[config.mk]
export PLATFORM = sky130hd
export DESIGN_NAME = waveform_column_min_max_rms
export DESIGN_NICKNAME = d
export VERILOG_FILES = /design/src/rtl/wcmmr_pkg.sv /design/src/rtl/wcmmr_datapath.sv /design/src/rtl/wcmmr_ctrl.sv /design/src/rtl/waveform_column_min_max_rms.sv
export VERILOG_INCLUDE_DIRS = /design/src /design/src/rtl
export SDC_FILE = /design/constraint.sdc
export NUM_CORES = 2
export LEC_CHECK = 0
export BUFFER_PORTS_ARGS = -buffer_cell sky130_fd_sc_hd__buf_2
export CAP_MARGIN = 20
export CORE_MARGIN = 2
export CORE_UTILIZATION = 65
export DETAILED_ROUTE_END_ITERATION = 16
export HOLD_SLACK_MARGIN = 0.12
export PLACE_DENSITY_LB_ADDON = 0.05
export SYNTH_ARGS = -nofsm -noshare
export SYNTH_HDL_FRONTEND = slang
export SYNTH_SLANG_ARGS = --single-unit
[constraint.sdc]
create_clock -name i_clk -period 11.9 [get_ports i_clk]
set_input_delay 1.19 -clock i_clk [delete_from_list [all_inputs] [get_ports i_clk]]
set_output_delay 1.19 -clock i_clk [all_outputs]
set_load 0.05 [all_outputs]
[src/rtl/assert_macros.svh]
// Assertion helpers for the column decimator
`ifndef ASSERT_MACROS_SVH
`define ASSERT_MACROS_SVH
// Check that a condition holds on every clock outside reset
`define ASSERT_IMPL(label, clk, rst_n, cond, msg) \
    label: assert property (@(posedge clk) disable iff (!rst_n) (cond)) else $error(msg);
// Check that a condition never holds on a clock outside reset
`define ASSERT_NEVER(label, clk, rst_n, cond, msg) \
    label: assert property (@(posedge clk) disable iff (!rst_n) !(cond)) else $error(msg);
`endif

[src/rtl/wcmmr_pkg.sv]
package wcmmr_pkg;
    localparam int MAX_CHANNELS = 8;
    localparam int MAX_COLUMNS  = 4096;
    localparam int FRAME_BITS   = 24;

    localparam logic [1:0] REG_CHANNELS = 2'd0;
    localparam logic [1:0] REG_MONO     = 2'd1;
    localparam logic [1:0] REG_FRAMES   = 2'd2;
    localparam logic [1:0] REG_COLUMNS  = 2'd3;

    localparam logic signed [10:0] HIGH_EMPTY = -11'sd1000;
    localparam logic signed [10:0] LOW_EMPTY  = 11'sd1000;

    // Commands from the controller to the datapath
    typedef struct packed {
        logic restart;   // clear accumulators and positions, new stream
        logic accum;     // fold the input item in
        logic div_start; // begin divide of channel sum
        logic div_step;
        logic sq_start;
        logic sq_step;
        logic emit;      // load output register
        logic next_col;  // clear accumulators, next column
        logic bnd_start; // begin boundary division
        logic bnd_step;
    } t_cmd;

    typedef struct packed {
        logic frame_done;
        logic col_end;
        logic last_col;
        logic last_ch;
    } t_stat;
endpackage

[src/rtl/wcmmr_datapath.sv]
module wcmmr_datapath (
    input  logic                   i_clk,
    input  wcmmr_pkg::t_cmd        i_cmd,
    input  logic [3:0]             i_chan_cfg,
    input  logic                   i_mono,
    input  logic [23:0]            i_frames_cfg,
    input  logic [12:0]            i_cols_cfg,
    input  logic [10:0]            i_high,
    input  logic [10:0]            i_low,
    input  logic [10:0]            i_rms,
    output wcmmr_pkg::t_stat       o_stat,
    output logic [5:0]             o_cnt,
    output logic [11:0]            o_col,
    output logic [2:0]             o_ch,
    output logic signed [10:0]     o_col_high,
    output logic signed [10:0]     o_col_low,
    output logic [9:0]             o_col_rms,
    output logic                   o_col_empty,
    output logic                   o_last
);
    localparam int MAX_CHANNELS = wcmmr_pkg::MAX_CHANNELS;
    localparam int MAX_COLUMNS  = wcmmr_pkg::MAX_COLUMNS;
    localparam int FRAME_BITS   = wcmmr_pkg::FRAME_BITS;
    localparam int CHW  = (MAX_CHANNELS > 1) ? $clog2(MAX_CHANNELS) : 1;
    localparam int COLW = $clog2(MAX_COLUMNS + 1);
    localparam int NUMW = FRAME_BITS + COLW;
    localparam int SUMW = 48;
    localparam int CNTW = 28;
    localparam logic signed [10:0] HIGH_E = wcmmr_pkg::HIGH_EMPTY;
    localparam logic signed [10:0] LOW_E  = wcmmr_pkg::LOW_EMPTY;

    logic signed [10:0] r_hi [MAX_CHANNELS];
    logic signed [10:0] r_lo [MAX_CHANNELS];
    logic [SUMW-1:0]    r_sum [MAX_CHANNELS];
    logic [CNTW-1:0]    r_count;
    logic [CHW-1:0]     r_chpos;
    logic [CHW-1:0]     r_k;
    logic [FRAME_BITS-1:0] r_fpos;
    logic [11:0]        r_colnum;
    logic [NUMW-1:0]    r_bnum;
    // boundary divider
    logic [NUMW-1:0]    r_bq;
    logic [NUMW-1:0]    r_brem;
    logic [FRAME_BITS-1:0] r_end;
    // mean divider and root
    logic [SUMW-1:0]    r_dq;
    logic [CNTW:0]      r_drem;
    logic [SUMW-1:0]    r_sv;
    logic [SUMW-1:0]    r_sr;
    logic [5:0]         r_cnt;

    logic [4:0]            nch;
    logic [FRAME_BITS-1:0] ef;
    logic [COLW-1:0]       ec;
    logic [CHW-1:0]        ch, slot;
    logic [FRAME_BITS-1:0] fpos_inc;
    logic [NUMW:0]         b_try;
    logic [CNTW+1:0]       d_try;
    logic [SUMW-1:0]       sbit, s_try;
    logic signed [21:0]    sq;

    always_comb begin
        nch = (i_chan_cfg == 4'd0) ? 5'd1 : {1'b0, i_chan_cfg};
        if (nch > 5'(MAX_CHANNELS)) nch = 5'(MAX_CHANNELS);
        ef = (i_frames_cfg[FRAME_BITS-1:0] == '0) ? FRAME_BITS'(1)
                                                  : i_frames_cfg[FRAME_BITS-1:0];
        ec = (i_cols_cfg == 13'd0) ? COLW'(1) : COLW'(i_cols_cfg);
        if (ec > COLW'(MAX_COLUMNS)) ec = COLW'(MAX_COLUMNS);
        if ({{FRAME_BITS{1'b0}}, ec} > {{COLW{1'b0}}, ef}) ec = COLW'(ef);
        ch = (5'(r_chpos) >= nch) ? '0 : r_chpos;
        slot = i_mono ? '0 : ch;
        sq = $signed(i_rms) * $signed(i_rms);
        fpos_inc = r_fpos + 1'b1;
        b_try = {r_brem, r_bq[NUMW-1]} - {1'b0, {FRAME_BITS{1'b0}}, ec};
        d_try = {r_drem, r_dq[SUMW-1]} - {2'b0, r_count};
        sbit = SUMW'(1) << (2 * (r_cnt[4:0]));
        s_try = r_sr + sbit;
    end

    assign o_stat.frame_done = (5'(ch) + 5'd1 >= nch);
    assign o_stat.col_end  = (r_fpos >= ((r_end == '0) ? FRAME_BITS'(1) : r_end));
    assign o_stat.last_col = ({1'b0, r_colnum} + 13'd1 >= 13'(ec));
    assign o_stat.last_ch  = i_mono || (5'(r_k) + 5'd1 >= nch);
    assign o_cnt = r_cnt;

    always_ff @(posedge i_clk) begin
        if (i_cmd.restart || i_cmd.next_col) begin
            for (int i = 0; i < MAX_CHANNELS; i++) begin
                r_hi[i]  <= HIGH_E;
                r_lo[i]  <= LOW_E;
                r_sum[i] <= '0;
            end
            r_count <= '0;
            r_k     <= '0;
            r_chpos <= '0;
            if (i_cmd.restart) begin
                r_fpos   <= '0;
                r_colnum <= '0;
                r_bnum   <= NUMW'(ef);
            end else begin
                r_colnum <= r_colnum + 1'b1;
                r_bnum   <= r_bnum + NUMW'(ef);
            end
        end else if (i_cmd.accum) begin
            if ($signed(i_high) > r_hi[slot]) r_hi[slot] <= i_high;
            if ($signed(i_low) < r_lo[slot]) r_lo[slot] <= i_low;
            r_sum[slot] <= r_sum[slot] + SUMW'(unsigned'(sq));
            if (o_stat.frame_done) begin
                r_chpos <= '0;
                r_count <= r_count + (i_mono ? CNTW'(nch) : CNTW'(1));
                r_fpos  <= fpos_inc;
            end else begin
                r_chpos <= ch + 1'b1;
            end
        end
        // boundary = bnum / ec, one bit per cycle
        if (i_cmd.bnd_start) begin
            r_bq   <= r_bnum;
            r_brem <= '0;
            r_cnt  <= 6'(NUMW);
        end else if (i_cmd.bnd_step) begin
            if (!b_try[NUMW]) begin
                r_brem <= b_try[NUMW-1:0];
                r_bq   <= {r_bq[NUMW-2:0], 1'b1};
            end else begin
                r_brem <= {r_brem[NUMW-2:0], r_bq[NUMW-1]};
                r_bq   <= {r_bq[NUMW-2:0], 1'b0};
            end
            r_cnt <= r_cnt - 1'b1;
            if (r_cnt == 6'd1) r_end <= (b_try[NUMW]) ?
                FRAME_BITS'({r_bq[NUMW-2:0], 1'b0}) : FRAME_BITS'({r_bq[NUMW-2:0], 1'b1});
        end
        // mean = sum / count, one bit per cycle
        if (i_cmd.div_start) begin
            r_dq   <= r_sum[r_k];
            r_drem <= '0;
            r_cnt  <= 6'(SUMW);
        end else if (i_cmd.div_step) begin
            if (!d_try[CNTW+1]) begin
                r_drem <= d_try[CNTW:0];
                r_dq   <= {r_dq[SUMW-2:0], 1'b1};
            end else begin
                r_drem <= {r_drem[CNTW-1:0], r_dq[SUMW-1]};
                r_dq   <= {r_dq[SUMW-2:0], 1'b0};
            end
            r_cnt <= r_cnt - 1'b1;
        end
        // root, two bits per cycle, 24 steps
        if (i_cmd.sq_start) begin
            r_sv  <= r_dq;
            r_sr  <= '0;
            r_cnt <= 6'd23;
        end else if (i_cmd.sq_step) begin
            if (r_sv >= s_try) begin
                r_sv <= r_sv - s_try;
                r_sr <= (r_sr >> 1) + sbit;
            end else begin
                r_sr <= r_sr >> 1;
            end
            r_cnt <= r_cnt - 1'b1;
        end
        // load result register
        if (i_cmd.emit) begin
            o_col       <= r_colnum;
            o_ch        <= 3'(r_k);
            o_col_empty <= (r_count == '0);
            o_col_high  <= (r_count == '0) ? HIGH_E : r_hi[r_k];
            o_col_low   <= (r_count == '0) ? LOW_E : r_lo[r_k];
            o_col_rms   <= (r_count == '0) ? 10'd0 :
                           (r_sr > SUMW'(1023)) ? 10'd1023 : r_sr[9:0];
            o_last      <= o_stat.last_ch;
            r_k         <= r_k + 1'b1;
        end
    end
endmodule

[src/rtl/wcmmr_ctrl.sv]
module wcmmr_ctrl (
    input  logic              i_clk,
    input  logic              i_rst_n,
    input  logic              i_cfg_wr,
    input  logic              i_in_go,
    input  logic              i_out_take,
    input  wcmmr_pkg::t_stat  i_stat,
    input  logic [5:0]        i_cnt,
    output wcmmr_pkg::t_cmd   o_cmd,
    output logic              o_in_ready,
    output logic              o_out_valid
);
    typedef enum logic [3:0] {
        ST_RESTART, ST_BND0, ST_BND, ST_IDLE, ST_CHECK,
        ST_DIV0, ST_DIV, ST_SQ0, ST_SQ, ST_EMIT, ST_WAIT, ST_NEXT
    } t_state;

    t_state r_state;
    logic   r_last;

    always_comb begin
        o_cmd = '0;
        o_cmd.restart   = (r_state == ST_RESTART);
        o_cmd.bnd_start = (r_state == ST_BND0);
        o_cmd.bnd_step  = (r_state == ST_BND);
        o_cmd.accum     = (r_state == ST_IDLE) && i_in_go;
        o_cmd.div_start = (r_state == ST_DIV0);
        o_cmd.div_step  = (r_state == ST_DIV);
        o_cmd.sq_start  = (r_state == ST_SQ0);
        o_cmd.sq_step   = (r_state == ST_SQ);
        o_cmd.emit      = (r_state == ST_EMIT);
        o_cmd.next_col  = (r_state == ST_NEXT) && !r_last;
        o_in_ready = (r_state == ST_IDLE);
    end

    always_ff @(posedge i_clk) begin
        if (!i_rst_n || i_cfg_wr) begin
            r_state     <= ST_RESTART;
            o_out_valid <= 1'b0;
            r_last      <= 1'b0;
        end else begin
            // raise valid on load, drop it once the transaction is taken
            if (r_state == ST_EMIT) o_out_valid <= 1'b1;
            else if (i_out_take) o_out_valid <= 1'b0;
            unique case (r_state)
                ST_RESTART: r_state <= ST_BND0;
                ST_BND0:    r_state <= ST_BND;
                ST_BND:     if (i_cnt == 6'd1) r_state <= ST_IDLE;
                ST_IDLE:    if (i_in_go && i_stat.frame_done) r_state <= ST_CHECK;
                ST_CHECK:   r_state <= i_stat.col_end ? ST_DIV0 : ST_IDLE;
                ST_DIV0:    r_state <= ST_DIV;
                ST_DIV:     if (i_cnt == 6'd1) r_state <= ST_SQ0;
                ST_SQ0:     r_state <= ST_SQ;
                ST_SQ:      if (i_cnt == 6'd0) r_state <= ST_WAIT;
                ST_WAIT:    if (!o_out_valid || i_out_take) r_state <= ST_EMIT;
                ST_EMIT: begin
                    r_last      <= i_stat.last_col;
                    r_state     <= i_stat.last_ch ? ST_NEXT : ST_DIV0;
                end
                ST_NEXT:    r_state <= r_last ? ST_RESTART : ST_BND0;
                default:    r_state <= ST_RESTART;
            endcase
        end
    end
endmodule

[src/rtl/waveform_column_min_max_rms.sv]
// A transaction that closes a column gives its first result after the check state, mean divider,
// root, output wait and load. Input is taken only in the idle state, which mid-frame transactions
// do not leave; a frame end passes the check state, and a column end adds divider, root, output
// wait and load per result, then boundary division, led by a restart after the last column.
// Reset is synchronous, active low; it and any register write restart at frame 0, column 0
// and run the boundary division before input is accepted.
`include "assert_macros.svh"
module waveform_column_min_max_rms (
    input  logic        i_clk,
    input  logic        i_rst_n,
    input  logic        i_cfg_valid,
    output logic        o_cfg_ready,
    input  logic [1:0]  i_cfg_index,
    input  logic [23:0] i_cfg_data,
    input  logic        s_axis_tvalid,
    output logic        s_axis_tready,
    input  logic [39:0] s_axis_tdata,  // peak_high, peak_low, rms_value, zero pad
    output logic        m_axis_tvalid,
    input  logic        m_axis_tready,
    output logic [47:0] m_axis_tdata,  // column_index, channel_index, column_high,
                                       // column_low, column_rms, column_empty
    output logic        m_axis_tlast
);
    logic [3:0]  r_chan;
    logic        r_mono;
    logic [23:0] r_frames;
    logic [12:0] r_cols;
    logic        cfg_wr;
    wcmmr_pkg::t_cmd  cmd;
    wcmmr_pkg::t_stat stat;
    logic [5:0]  cnt;
    logic [11:0] col;
    logic [2:0]  chn;
    logic signed [10:0] hi, lo;
    logic [9:0]  rms;
    logic        empty;

    assign o_cfg_ready = 1'b1;
    assign cfg_wr = i_cfg_valid;

    // hold configuration registers
    always_ff @(posedge i_clk) begin
        if (!i_rst_n) begin
            r_chan <= 4'd2; r_mono <= 1'b0; r_frames <= 24'd1; r_cols <= 13'd1;
        end else if (cfg_wr) begin
            unique case (i_cfg_index)
                wcmmr_pkg::REG_CHANNELS: r_chan   <= i_cfg_data[3:0];
                wcmmr_pkg::REG_MONO:     r_mono   <= i_cfg_data[0];
                wcmmr_pkg::REG_FRAMES:   r_frames <= i_cfg_data;
                wcmmr_pkg::REG_COLUMNS:  r_cols   <= i_cfg_data[12:0];
                default: ;
            endcase
        end
    end

    wcmmr_ctrl u_ctrl (
        .i_clk(i_clk), .i_rst_n(i_rst_n), .i_cfg_wr(cfg_wr),
        .i_in_go(s_axis_tvalid && s_axis_tready),
        .i_out_take(m_axis_tvalid && m_axis_tready),
        .i_stat(stat), .i_cnt(cnt), .o_cmd(cmd),
        .o_in_ready(s_axis_tready), .o_out_valid(m_axis_tvalid)
    );

    wcmmr_datapath u_dp (
        .i_clk(i_clk), .i_cmd(cmd), .i_chan_cfg(r_chan), .i_mono(r_mono),
        .i_frames_cfg(r_frames), .i_cols_cfg(r_cols),
        .i_high(s_axis_tdata[10:0]), .i_low(s_axis_tdata[21:11]),
        .i_rms(s_axis_tdata[32:22]), .o_stat(stat), .o_cnt(cnt),
        .o_col(col), .o_ch(chn), .o_col_high(hi), .o_col_low(lo),
        .o_col_rms(rms), .o_col_empty(empty), .o_last(m_axis_tlast)
    );

    assign m_axis_tdata = {empty, rms, lo, hi, chn, col};

    `ASSERT_NEVER(a_in_emit, i_clk, i_rst_n, s_axis_tready && cmd.emit, "ready during emit")
    `ASSERT_IMPL(a_one_cmd, i_clk, i_rst_n, $onehot0(cmd), "conflicting datapath commands")
endmodule
# ---- Yosys cells after proc, flatten, opt, wreduce, memory -nomap -nowiden
# Memories as Yosys holds them, arrays and structs flattened. A register that Yosys moved wholly into a read port is not among the register bits.
# Index checks and enable logic that the tools add are counted.
# W data, S select, Z words.
dict set report op_classes {
  eq_ne 21
  mul 1
  magnitude_cmp 12
  shift 1
  bitwise 1
  mux 71
  n_reduce_logical 41
  addsub 16
}
# cell n
set op_table {}
lappend op_table {{$mux W48} 7}
lappend op_table {{$mux W24} 7}
lappend op_table {{$mux W37} 3}
lappend op_table {{$add A47 B48 Y48} 1}
lappend op_table {{$add A48 B22 Y48} 1}
lappend op_table {{$add A48 B48 Y48} 1}
lappend op_table {{$ge A48 B48 Y1} 1}
lappend op_table {{$gt A48 B10 Y1 const B} 1}
lappend op_table {{$logic_not A24 Y1} 2}
lappend op_table {{$pmux W4 S12} 1}
lappend op_table {{$reduce_or A48 Y1} 1}
lappend op_table {{$shl A1 B6 Y48 const A} 1}
lappend op_table {{$sub A48 B48 Y48} 1}
lappend op_table {{$mux W13} 3}
lappend op_table {{$sub A38 B13 Y38} 1}
lappend op_table {{$add A37 B24 Y37} 1}
lappend op_table {{$mux W3} 10}
lappend op_table {{$mux W6} 5}
lappend op_table {{$sub A30 B28 Y30} 1}
lappend op_table {{$mux W29} 1}
lappend op_table {{$add A28 B28 Y28} 1}
lappend op_table {{$logic_not A28 Y1} 1}
lappend op_table {{$mux W4} 7}
lappend op_table {{$add A24 B1 Y24 const B} 1}
lappend op_table {{other kinds (41)} 104}
dict set report word_totals {
  reg_bits 459
  memories 3
  output_inout_bits 52
  wordCells 194
  ram_bits 560
  inputBits 71
}
# name words word_bits read_ports rd_ports_with_merged_regs write_ports line_no
set memory_table {}
lappend memory_table {u_dp.r_sum 8 48 2 1 8 wcmmr_datapath.sv:34} ;# logic [SUMW-1:0] r_sum [MAX_CHANNELS];
lappend memory_table {u_dp.r_hi 8 11 2 1 8 wcmmr_datapath.sv:32} ;# logic signed [10:0] r_hi [MAX_CHANNELS];
lappend memory_table {u_dp.r_lo 8 11 2 1 8 wcmmr_datapath.sv:33} ;# logic signed [10:0] r_lo [MAX_CHANNELS];

# ---- Logic depth before layout (Yosys ltp)
# An unclocked memory read counts as a cell.
dict set report logic_depth {
  depth_word 15
  mapped_depth 32
  mapped_depth_nobuf 31
}

# ---- Hierarchy
# Synthesis repeated with hierarchy kept, for this count alone.
dict set report unflattened {
  hier_cells 6323
  area_unflattened_um2 65673.0
}
# module n_inst area_per_inst_um2 cells_per_inst seq_area_each_um2
set modules_own_cells {}
lappend modules_own_cells {wcmmr_datapath 1 63583.5 6087 28367.2}
lappend modules_own_cells {waveform_column_min_max_rms 1 1649.1 173 840.8}
lappend modules_own_cells {wcmmr_ctrl 1 440.4 63 120.1}

# ---- Least setup slack after synthesis
# Ideal clock, no wire load.
dict set report synth_path {
  path_type {input port to flip-flop}
  from {input s_axis_tdata[24]}
  to {memory u_dp.r_sum[0][25], data pin}
  arrival_time_ns 8.028
  setup_ns 0.271
  t_required_ns 11.629
  cell_stages 30
  path_slack_ns 3.601
  path_buffers 2
  path_cell_list {clkbuf_1 -> nand2_1 -> fa_1 -> inv_1 -> fa_1 -> inv_1 -> fa_1 -> inv_1 -> fa_1 -> inv_1 -> fa_1 -> inv_1 -> ha_1 -> or3_1 -> o211ai_1 -> a21boi_0 -> o21ai_0 -> nand2b_1 -> a21oi_1 -> xnor2_1 -> ha_1 -> and3_1 -> nand4_1 -> a31oi_1 -> a2111oi_1 -> a211oi_1 -> clkbuf_1 -> o2111ai_1 -> xor2_1 -> nor2_1}
}
# element line_no
set synth_lines {}
lappend synth_lines {{start, declared} waveform_column_min_max_rms.sv:17} ;# input logic [39:0] s_axis_tdata,
lappend synth_lines {{end, declared} wcmmr_datapath.sv:34}

==> metrics <==
status=complete, no violations; Worst EP arrival=9220 ps; syn avg cell area=about 10 um2; Post-Synth Simple-Gate Area=16.0%; most frequent cells in the layout=842 x edfxtp_1, 809 x nor2_1, 637 x nand2_1, 325 x ha_1, 308 x a21oi_1; Final Max Tran Viols=0; cells after synthesis=6,396; Die Span Y=between 300 and 400 um; CP bufs+invs=5; CP Launch Point=s_axis_tdata[32]; Remaining DRCs=0; CP required=12,300 ps; Hold EP=u_dp.r_end[22]; Skew-Pair Late Insertion Delay=roughly 700 ps; Die W=320 um; num rows=~120; CTS clk-pin slew, worst paths=around 60 ps; compound-cell area share of the yosys netlist=approximately an eighth; peak supply drop=approximately 0.36 mV; # IOs=123; static leakage=0.0272 uW; mapped cell area=around 0.065 mm2; RSZ-0062 raised after global routing=false; first-pass GRT wire length=283 mm; Sink Count=roughly 1,000; CTS tree=done; Synth Flop Type=edfxtp_1; Area Overhead vs Synth=8.65%; die area=0.103 mm2; Synth Area in XOR/XNOR=4.24%; largest family of logic cells by synthesized area=simple AND/OR/NAND/NOR gates; Worst path most repeated cell=fa_1; highest-delay cell along the critical path=a2111oi_1; CTS buffer count=112; Final Hold Viols=0; CP max FO=21; Critical R2R Launch=r_chan[3]; largest delay contributor family on the critical path=adder cells; CTS root buffer=clkbuf_16; # fillers=roughly 7,500; Slew @ Worst Pin=1070 ps; footprint of the multi-input gates=0.0334 mm2; antenna violations before repair=11; PD cells=196 mW/mm2; share of synthesized registers carrying an async set or reset=0%; Slew HR=28.2%; Core ar.=0.0997 mm2; maximum clock path buffer count=3; port bufs=~110; vias after detailed routing=51,100; # Post-CTS Setup Buffers=0; largest net degree at the start of global routing=100; Worst Skew=~30 ps; HPWL Detailed=121 mm; Hold Crit Start=u_dp.r_bq[21]; overflow left after global routing=0; Starting Density=65.3%; Worst Hold Class=register to register; RD Place Congestion=0.908; period utilization=74.1%; Post-synth EDFFs=842; Final TNS setup=0 ps; Post-Route WL=between 150 and 200 mm; setup violators final=0; FMAX=113 MHz; Synth warnings=0; minimum clock period=8810 ps; CP endpoint kind=register; cell area after layout=between 0.07 and 0.08 mm2; mux contribution to synthesized area=8.23%; RR Endpoint=u_dp.r_sum[7][26]; drt wl/cell=23.7 um; fin nets=6,880; post_cts resized=0; FF+latch count, synth=1,044; Reg area=0.0293 mm2; hold depth=0; Setup crit start kind=primary input; dpl cell area=0.0669 mm2; CTS Hold Buffers Added=0; DRT iter0 DRCs=6,551; type of the worst setup path=primary input to register; Antenna Nets Post-Route=0; Crit path largest cell delay=810 ps; first-pass detailed-route iteration total=7; R2R depth=27; Max Cap Viol=0; vias in the first global route=~50,000; register area share after synthesis=45.0%; GR Util All Layers=approximately 36%; Vias/cell=6.58; H-tree levels=3; most common cell after layout, fill and taps aside=edfxtp_1; R2R Setup Slk=3610 ps; syn nets=6,901; post-synthesis adder-cell area fraction=under 10%; Yosys cell types=98; ratio of cells with drive above 1 in the final layout=~11%
-- cells in the mapped netlist (140+ instances only) --
master / instances / area share [%]
edfxtp_1: 842 / 39
a21oi_1: 311 / 2.4
dfxtp_1: 202 / 6.2
inv_1: 306 / 1.8
nor2_1: 815 / 4.7
o21ai_0: 310 / 2.4
mux4_2: 140 / 4.8
nand2_1: 653 / 3.8
xnor2_1: 159 / 2.1
ha_1: 325 / 6.2
xor2_1: 153 / 2.1
clkbuf_1: 290 / 1.7
-- how the worst max path moves through the flow --
stage | to | cells past startpoint
after floorplan | u_dp.r_sum[0][25] | 30
after global placement | u_dp.r_sum[7][31] | 28
after detailed placement | u_dp.r_sum[0][31] | 28
after CTS | u_dp.r_sum[1][31] | 28
after global routing | u_dp.r_sum[0][31] | 29
final | u_dp.r_sum[0][31] | 28
-- cells by family after synthesis --
group / after synthesis
other: 1
multiplexers: 350
AO/OA/AOI/OAI: 1321
adder cells (fa/ha/maj): 434
AND/OR/NAND/NOR: 2269
buffers and inverters: 664
XOR/XNOR: 313
flip-flops: 1044
-- worst register-to-register path: stages (launching register included) --
cell,delay (ps)
dfxtp_1,300
buf_4,200
inv_1,130
buf_4,330
nand2_1,190
ha_1,350
nand2_1,100
o21ai_2,120
buf_4,290
nand2_1,150
buf_4,320
nand2_1,500
buf_4,560
o22ai_1,150
nor2_1,120
o21ai_0,90
a21oi_1,380
ha_1,390
and3_1,220
a221oi_1,470
o21ai_0,260
o21ai_0,390
a21oi_1,230
a21o_1,240
a41o_1,520
nor2b_1,290
xnor2_1,590
nor2_1,120
-- metal layers --
layer / track usage, % / share of wire, %
met1: 50.5 / 40
met2: 54.1 / 44
met3: 8.88 / 12
met4: 11.6 / 3.4
met5: 0 / 0.073
-- area by class of cell --
type / instances / share of cell area [%]
clock buffer: 142 / 4.27
sequential: 1044 / 41.5
inverter: 309 / 1.64
clock inverter: 64 / 1.15
multi-input combinational: 4688 / 47.2
antenna: 2 / 0.00707
timing repair buffer: 220 / 1.96
tap: 1298 / 2.30
-- power breakdown --
part	internal (uW)	switching, uW	leakage, uW
sequential	4300	250	0.0104
clock	2200	1490	0.00186
combinational	2000	3640	0.0150
-- flip-flops by register name, indices dropped and copies added, names as in the netlist, 6 cells and up, named ones only --
name             cells
r_cols              13
r_frames            24
u_dp.o_cnt           6
u_dp.o_col          12
u_dp.o_col_high     11
u_dp.o_col_low      11
u_dp.o_col_rms      10
u_dp.r_bnum         37
u_dp.r_bq           37
u_dp.r_brem         37
u_dp.r_colnum       12
u_dp.r_count        28
u_dp.r_dq           48
u_dp.r_drem         29
u_dp.r_end          24
u_dp.r_fpos         24
u_dp.r_hi           88
u_dp.r_lo           88
u_dp.r_sr           48
u_dp.r_sum         384
u_dp.r_sv           48
-- through the flow --
step           power (uW)  worst slack [ps]  utilization, %  hold slack, ps  cells
3_5_place_dp        10100              2520            67.1             439   7556
4_1_cts             13800              3210            70.9             452   7762
3_3_place_gp        10000              2610            67.1             433   7556
2_1_floorplan        8820              3600               -             424   6396
6_report            13900              3090            70.9             449   7767
5_1_grt             14600              2660            70.9             466   7765
No activity file was read; power rests on OpenSTA's default activity.
